### config.mk
export PLATFORM = sky130hd
export DESIGN_NAME = mpq_cell
export DESIGN_NICKNAME = d
export VERILOG_FILES = /design/src/design/median_priority_queue_core_assert.svh /design/src/design/mpq_pkg.sv /design/src/design/mpq_cell.sv
export SDC_FILE = /design/constraint.sdc
export NUM_CORES = 1
export LEC_CHECK = 0
export BUFFER_PORTS_ARGS = -buffer_cell sky130_fd_sc_hd__clkbuf_2
export CORE_ASPECT_RATIO = 1.25
export CORE_MARGIN = 2
export CORE_UTILIZATION = 39
export CTS_CLUSTER_DIAMETER = 150
export DETAILED_ROUTE_END_ITERATION = 8
export GPL_TIMING_DRIVEN = 1
export HOLD_SLACK_MARGIN = 0.02
export PLACE_DENSITY = 0.78
export SLEW_MARGIN = 20
export SYNTH_ARGS = -nofsm -noshare
export SYNTH_HDL_FRONTEND = slang
export SYNTH_SLANG_ARGS = --single-unit
export TNS_END_PERCENT = 1
### constraint.sdc
create_clock -name clk_i -period 4.6 [get_ports clk_i]
set_clock_uncertainty 0.05 [all_clocks]
set_input_delay 0.23 -clock clk_i [delete_from_list [all_inputs] [get_ports clk_i]]
set_output_delay 0.23 -clock clk_i [all_outputs]
set_load 0.1 [all_outputs]
### src/design/median_priority_queue_core_assert.svh
// Assertion macros shared by the median priority queue RTL.
// Expects clk_i and rst_ni in the scope of each use.
`ifndef MEDIAN_PRIORITY_QUEUE_CORE_ASSERT_SVH
`define MEDIAN_PRIORITY_QUEUE_CORE_ASSERT_SVH

// Same-cycle implication, checked at every rising edge outside reset.
`define MPQ_ASSERT_NOW(label, ante, cons, msg) \
  label: assert property (@(posedge clk_i) disable iff (!rst_ni) (ante) |-> (cons)) \
    else $error(msg);

// Next-cycle implication, checked at every rising edge outside reset.
`define MPQ_ASSERT_NEXT(label, ante, cons, msg) \
  label: assert property (@(posedge clk_i) disable iff (!rst_ni) (ante) |=> (cons)) \
    else $error(msg);

`endif

### src/design/mpq_pkg.sv
// Shared types and codes for the median priority queue.
// No dependencies; used by the interfaces, the cell and the top level.
`timescale 1ns / 1ps

package mpq_pkg;

  localparam int unsigned DataW = 32;

  // operation codes
  localparam logic OP_INSERT = 1'b0;
  localparam logic OP_TAKE   = 1'b1;

  // status codes
  localparam logic [1:0] ST_OK    = 2'd0;
  localparam logic [1:0] ST_EMPTY = 2'd1;
  localparam logic [1:0] ST_FULL  = 2'd2;

  // broadcast from the top level to every cell
  typedef struct packed {
    logic                    ins;
    logic                    take;
    logic signed [DataW-1:0] value;
  } cell_ctrl_t;

endpackage

### src/design/mpq_cell.sv
// One slot of the sorted chain: holds a value, compares it with the
// broadcast value and shifts with its neighbors. Depends on mpq_pkg.
`timescale 1ns / 1ps

module mpq_cell #(
  parameter int IDX  = 0,
  parameter int CntW = 7
) (
  input  logic                             clk_i,
  input  mpq_pkg::cell_ctrl_t              ctrl_i,
  input  logic [CntW-1:0]                  count_i,
  input  logic [CntW-1:0]                  mid_i,
  input  logic                             prev_gt_i,
  input  logic signed [mpq_pkg::DataW-1:0] prev_val_i,
  input  logic signed [mpq_pkg::DataW-1:0] next_val_i,
  output logic                             gt_o,
  output logic signed [mpq_pkg::DataW-1:0] val_o,
  output logic [mpq_pkg::DataW-1:0]        pick_o
);

  localparam logic [CntW-1:0] IdxC     = CntW'(IDX);
  localparam logic [CntW-1:0] IdxNextC = CntW'(IDX + 1);

  logic signed [mpq_pkg::DataW-1:0] val_q, val_d;
  logic                             occupied;

  assign occupied = IdxC < count_i;
  assign gt_o     = occupied && (val_q > ctrl_i.value);
  assign val_o    = val_q;
  assign pick_o   = (IdxC == mid_i) ? val_q : '0;

  always_comb begin
    val_d = val_q;
    if (ctrl_i.ins) begin
      // values above the insertion point move up by one
      if (prev_gt_i) begin
        val_d = prev_val_i;
      end else if (gt_o || IdxC == count_i) begin
        val_d = ctrl_i.value;
      end
    end else if (ctrl_i.take) begin
      // close the gap left by the median
      if (IdxC >= mid_i && IdxNextC < count_i) begin
        val_d = next_val_i;
      end
    end
  end

  always_ff @(posedge clk_i) begin
    val_q <= val_d;
  end

endmodule

==> results.json, run 1 <==
{
  "grt_pass1_wl_um": 11800,
  "synth_top_area_cell": "edfxtp_1",
  "synth_nets": 445,
  "maxCapViolations": 0,
  "netlist_top_cells_area": "edfxtp_1, ha_1, mux2i_1",
  "dieWidth_um": 78.3,
  "antennaDiodeCount": 0,
  "power_frac_comb_pct": 39.9,
  "synth-seq-cells": 32,
  "clock-sinks": 32,
  "grt_max_degree": 67,
  "place.gp.congestion": 0.742,
  "max_freq_mhz": 303,
  "antenna_found_initial": 0,
  "cts_tree": "done",
  "ioPinCount": 179,
  "die_y_um": 96.8,
  "syn_area_sq_um": 2690,
  "seqPwrFrac_pct": 35.1,
  "setup_violations": 0,
  "critical_path_class": "reg2reg",
  "core_sq_um": 6610,
  "path_max_fanout": 24,
  "grt_pass1_vias": 2732,
  "switchingPower_mw": 0.430,
  "synth_top_cell_area_share_pct": 35.8,
  "synthFlopType": "edfxtp_1",
  "tns_ps": 0,
  "total_power_mw": 1.06,
  "hold_violations": 0,
  "wl_per_cell_um": 13.6,
  "arrival_ps": 3200,
  "hp-class": "in2reg",
  "cts_root_buf": "clkbuf_8",
  "clkTransAtPathRegs_ps": 70,
  "drtIter0Drc": 61,
  "sw_frac_of_total_pct": 40.6,
  "postCtsSetupBuffers": 0,
  "finalNetCount": 620,
  "cts_buffer_depth": 2,
  "multi_input_area_sq_um": 1580,
  "drive_gt1_share_pct": 40.6,
  "worst_pin_slew_ps": 618,
  "holdBufCountCts": 0,
  "seq_area_frac_synth_pct": 35.8,
  "port_buffers": 178,
  "end_kind": "register",
  "start_util_pct": 40.7,
  "grt_usage_pct": 19.5,
  "cts_buffers": 5,
  "routed_wl_um": 7650,
  "yosys_warnings": 0,
  "largest_reg_flops": 32,
  "powerDensity_nw_per_um2": 279,
  "die-area_sq_um": 7580,
  "hold_ws_ps": 219,
  "post-route-period-util_pct": 71.9,
  "drc": 0,
  "worstSkewPairLatency_ps": 280,
  "postLayoutCellArea_sq_um": 3790,
  "critPathRequiredTime_ps": 4500,
  "ir_worst_vdd_uv": 160,
  "grt_overflow": 0,
  "ant_nets": 0,
  "clock_power_share_pct": 25.0,
  "fill_cells": 593,
  "h-tree-depth": 2,
  "internal_power_mw": 0.630,
  "cellLeakagePower_nw": 2.04,
  "startpoint_type": "register",
  "synth_edf_count": 32,
  "drtPass1Iterations": 4,
  "fin_crit_ps": 3310,
  "avgSynthCellArea_sq_um": 8.99,
  "vias": 2817,
  "slew_viol_final": 0,
  "viasPerCell": 5.01,
  "hpwl_um": 6300,
  "final-seq-area_sq_um": 961,
  "status": "finished, final reports clean",
  "placed_cell_area_sq_um": 3690,
  "syn_to_final_growth_pct": 41.2,
  "syn_inst": 299,
  "synthArstFlopShare_pct": 0,
  "synth.distinct_cells": 28,
  "rsz0062_at_grt": "no",
  "ctsResizeCount": 0,
  "rows": 33,
  "slew_headroom_pct": 58.8
}
==> critical path: stages (launching register included) <==
cell	delay (ps)
edfxtp_1	400
ha_1	330
nand4_1	170
nor2_1	80
a221o_1	320
o31a_1	320
or4b_4	540
a31oi_4	350
buf_4	400
==> power by group through the flow <==
stage          Clock, mW  Sequential (mW)  Combinational, mW
5_1_grt            0.279            0.376              0.453
4_1_cts            0.270            0.373              0.426
3_5_place_dp           0            0.379              0.425
6_report           0.264            0.372              0.423
2_1_floorplan          0            0.542              0.145
3_3_place_gp           0            0.377              0.418
==> stage by stage <==
step	util, %	worst slack [ps]	cells
after floorplan	-	380	299
after global placement	55.8	1400	554
after detailed placement	55.8	1290	554
after CTS	57.4	1280	562
after global routing	57.4	1150	562
final	57.4	1290	562
==> worst paths after layout <==
path,slack [ps],end,cells after the start,start
min,220,val_o[20]$_DFFE_PP_,3,next_val_i[20]
max reg2reg,1290,val_o[22]$_DFFE_PP_,8,val_o[14]$_DFFE_PP_
max,1290,val_o[22]$_DFFE_PP_,8,val_o[14]$_DFFE_PP_
min reg2reg,1060,val_o[1]$_DFFE_PP_,3,val_o[31]$_DFFE_PP_
==> synth_stat cells, types with 2 or more instances <==
master / number
buf_1: 2
and2_1: 32
nand4_1: 8
ha_1: 32
nand3_1: 3
a21oi_1: 45
mux2i_1: 32
clkbuf_1: 12
nor2_1: 37
edfxtp_1: 32
nor4_1: 4
nand2_1: 8
o211ai_1: 3
inv_1: 32
a31oi_1: 2
o21ai_0: 3
==> cell usage in the layout, fill, tap and decap left out <==
master	count
and2_1	32
buf_4	4
nand3_1	3
mux2i_1	32
or4b_4	1
o21ai_0	3
clkinv_2	1
or4_1	1
ha_1	32
nor4_2	1
o211ai_1	3
a211oi_1	1
nor3_1	1
a2111oi_0	1
nand2_1	8
bufinv_16	1
a21o_1	1
a21oi_2	1
clkbuf_2	178
o31a_1	1
a31oi_1	1
nand4_1	8
a21oi_1	45
nor2b_1	1
a22oi_1	1
a31oi_4	1
edfxtp_1	32
inv_1	32
nor3b_1	1
clkbuf_1	1
a221o_1	1
nor4_1	3
clkbuf_8	5
nor2_1	37
==> layer usage <==
metal,track usage [%],up-vias,routed length [um]
li1,-,1411,-
met1,19.8,1290,2930
met2,39.2,111,4160
met3,3.73,5,508
met4,4.99,0,59
met5,0,-,0
==> layout make-up <==
cell class / instances / area share [%]
Inverter: 32 / 3.17
Timing Repair Buffer: 182 / 24.3
Tap cell: 87 / 2.87
Sequential cell: 32 / 25.3
Clock inverter: 2 / 0.923
Multi-Input combinational cell: 221 / 41.5
Clock buffer: 6 / 1.91
==> logic make-up after synthesis <==
| group | synth area share [%] |
|---|---|
| AOI/OAI and AO/OA | 12.4 |
| adders and majority gates | 14.9 |
| buffers and inverters | 6.42 |
| and+or+nand+nor | 18.6 |
| muxes | 11.9 |
| DFF | 35.8 |
No activity file was read; power rests on OpenSTA's default activity.
==> run 2, diff against run 1 <==
Settings changed: ABC_AREA set to 1, CORE_UTILIZATION 39 to 43, PLACE_DENSITY 0.78 to 0.81.
Clock period 4.6 ns to 3.3 ns, I/O delays scaled along.
==> results.json, run 2 <==
{
  "status": "finished, final reports clean",
  "clock-sinks": 32,
  "ir_worst_vdd_uv": 211,
  "path_buf_inv": 2,
  "rsz0062_at_grt": "no",
  "place.gp.congestion": 0.800,
  "hold_ws_ps": 115,
  "slew_headroom_pct": 28.7,
  "end_kind": "output port",
  "path_cells": "ha_1 -> nand2_1 -> nor2_2 -> nand2_2 -> nor2_2 -> nand2_1 -> nand3_1 -> nand3_2 -> inv_1 -> clkbuf_2",
  "drtPass1Iterations": 4,
  "dp.cells": 652,
  "max_freq_mhz": 384,
  "grt_pass1_wl_um": 13600,
  "routed_wl_um": 8410,
  "critPathRequiredTime_ps": 3080,
  "synth_common_cells": "inv_1, nor2_1, nand2_1",
  "start_util_pct": 44.8,
  "final_cell_mix": "clkbuf_2, inv_1, nor2_1",
  "fill_cells": 576,
  "max_stage_delay_ps": 460,
  "postCtsSetupBuffers": 0,
  "largest_reg_flops": 32,
  "cts_buffers": 5,
  "slew_viol_final": 0,
  "path_max_fanout": 4,
  "wl_per_cell_um": 12.7,
  "syn_area_sq_um": 2780,
  "placed_cell_area_sq_um": 3770,
  "synth_edf_count": 32,
  "fin_crit_ps": 2600,
  "finalNetCount": 720,
  "grt_pass1_vias": 3084,
  "grt_max_degree": 34,
  "worstSkewPairLatency_ps": 280,
  "timing.final.ws_setup_ps": 699,
  "path_delay_family": "simple AND/OR/NAND/NOR gates",
  "syn_to_final_growth_pct": 38.4,
  "drtIter0Drc": 161,
  "startpoint_type": "register",
  "viasPerCell": 4.87,
  "netlist_top_cells_area": "edfxtp_1, ha_1, o21ai_0",
  "maxCapViolations": 0,
  "cts_root_buf": "clkbuf_8",
  "synth.distinct_cells": 22,
  "drc": 0,
  "hold_violations": 0,
  "ant_nets": 0,
  "synthArstFlopShare_pct": 0,
  "core_sq_um": 6210,
  "powerDensity_nw_per_um2": 375,
  "reg2reg_slack_ps": 960,
  "vias": 3212,
  "hpwl_um": 6810,
  "syn_inst": 399,
  "ioPinCount": 179,
  "synth_top_area_cell": "edfxtp_1",
  "cellLeakagePower_nw": 2.23,
  "die-area_sq_um": 7130,
  "synth-seq-cells": 32,
  "synthFlopType": "edfxtp_1",
  "post-route-period-util_pct": 78.8,
  "cts_buffer_depth": 2,
  "hp-class": "in2reg",
  "synth_top_cell_area_share_pct": 34.6,
  "critPathSlowestCell": "clkbuf_2",
  "total_power_mw": 1.44,
  "setup_violations": 0,
  "final_core_util_pct": 62.0,
  "h-tree-depth": 2,
  "multi_input_area_sq_um": 1490,
  "grt_usage_pct": 23.6,
  "arrival_ps": 2390,
  "drive_gt1_share_pct": 34.3,
  "seq_area_frac_synth_pct": 34.6,
  "final-seq-area_sq_um": 961,
  "postLayoutCellArea_sq_um": 3850,
  "grt_overflow": 0,
  "cts_tree": "done",
  "antennaDiodeCount": 0,
  "die_y_um": 93.9,
  "worst_pin_slew_ps": 1070,
  "tns_ps": 0,
  "avgSynthCellArea_sq_um": 6.97,
  "antenna_found_initial": 0,
  "final_cells": 660,
  "clkTransAtPathRegs_ps": 70,
  "critical_path_class": "reg2out",
  "rows": 32,
  "final_common_cell": "clkbuf_2",
  "ctsResizeCount": 0,
  "port_buffers": 178,
  "yosys_warnings": 0,
  "holdBufCountCts": 0,
  "synth_nets": 545,
  "dieWidth_um": 75.9,
  "post-place-ws_ps": 881
}
run 2: area by class of cell:
type / count / area share, %
Inverter: 76 / 7.41
Tap cell: 85 / 2.76
Multi-Input combinational cell: 276 / 38.6
Clock inverter: 3 / 0.358
Clock buffer: 5 / 1.79
Timing Repair Buffer: 183 / 24.1
Sequential cell: 32 / 25.0
run 2: final timing paths:
| check | to | cells past startpoint | start |
|---|---|---|---|
| worst max-delay path | gt_o | 10 | val_o[31]$_DFFE_PP_ |
| worst min-delay path | val_o[21]$_DFFE_PP_ | 3 | next_val_i[21] |
| worst max register to register | val_o[31]$_DFFE_PP_ | 10 | val_o[31]$_DFFE_PP_ |
| worst min register to register | val_o[12]$_DFFE_PP_ | 5 | val_o[31]$_DFFE_PP_ |
run 2: power by group:
group / internal, mW / leakage, nW / switching, mW
sequential: 0.496 / 0.313 / 0.0308
clock: 0.143 / 0.0453 / 0.149
combinational: 0.157 / 1.87 / 0.466
total: 0.796 / 2.23 / 0.645
run 2: layer usage:
layer	global-route usage [%]	part of all wire, %
met5	0	0
met4	6.52	1.4
met3	4.90	7.6
met2	46.1	52
met1	25.8	39
run 2: cells by family (layout without fill, tap and decap cells):
logic type | Yosys count | count (layout) | synth area share (%)
AND/OR/NAND/NOR | 159 | 159 | 23.0
flip-flops | 32 | 32 | 34.6
AO/OA/AOI/OAI | 85 | 85 | 15.7
adder cells (fa/ha/maj) | 32 | 32 | 14.4
buffers and inverters | 91 | 267 | 12.3
run 2: worst reg2reg max path, cell delays in order, from the launching register on:
cell	delay (ps)
edfxtp_1	440
ha_1	370
nand2_1	100
nor2_2	160
nand2_2	90
nor2_2	140
nand2_1	90
nand3_1	90
nand3_2	110
a21oi_4	140
buf_4	260
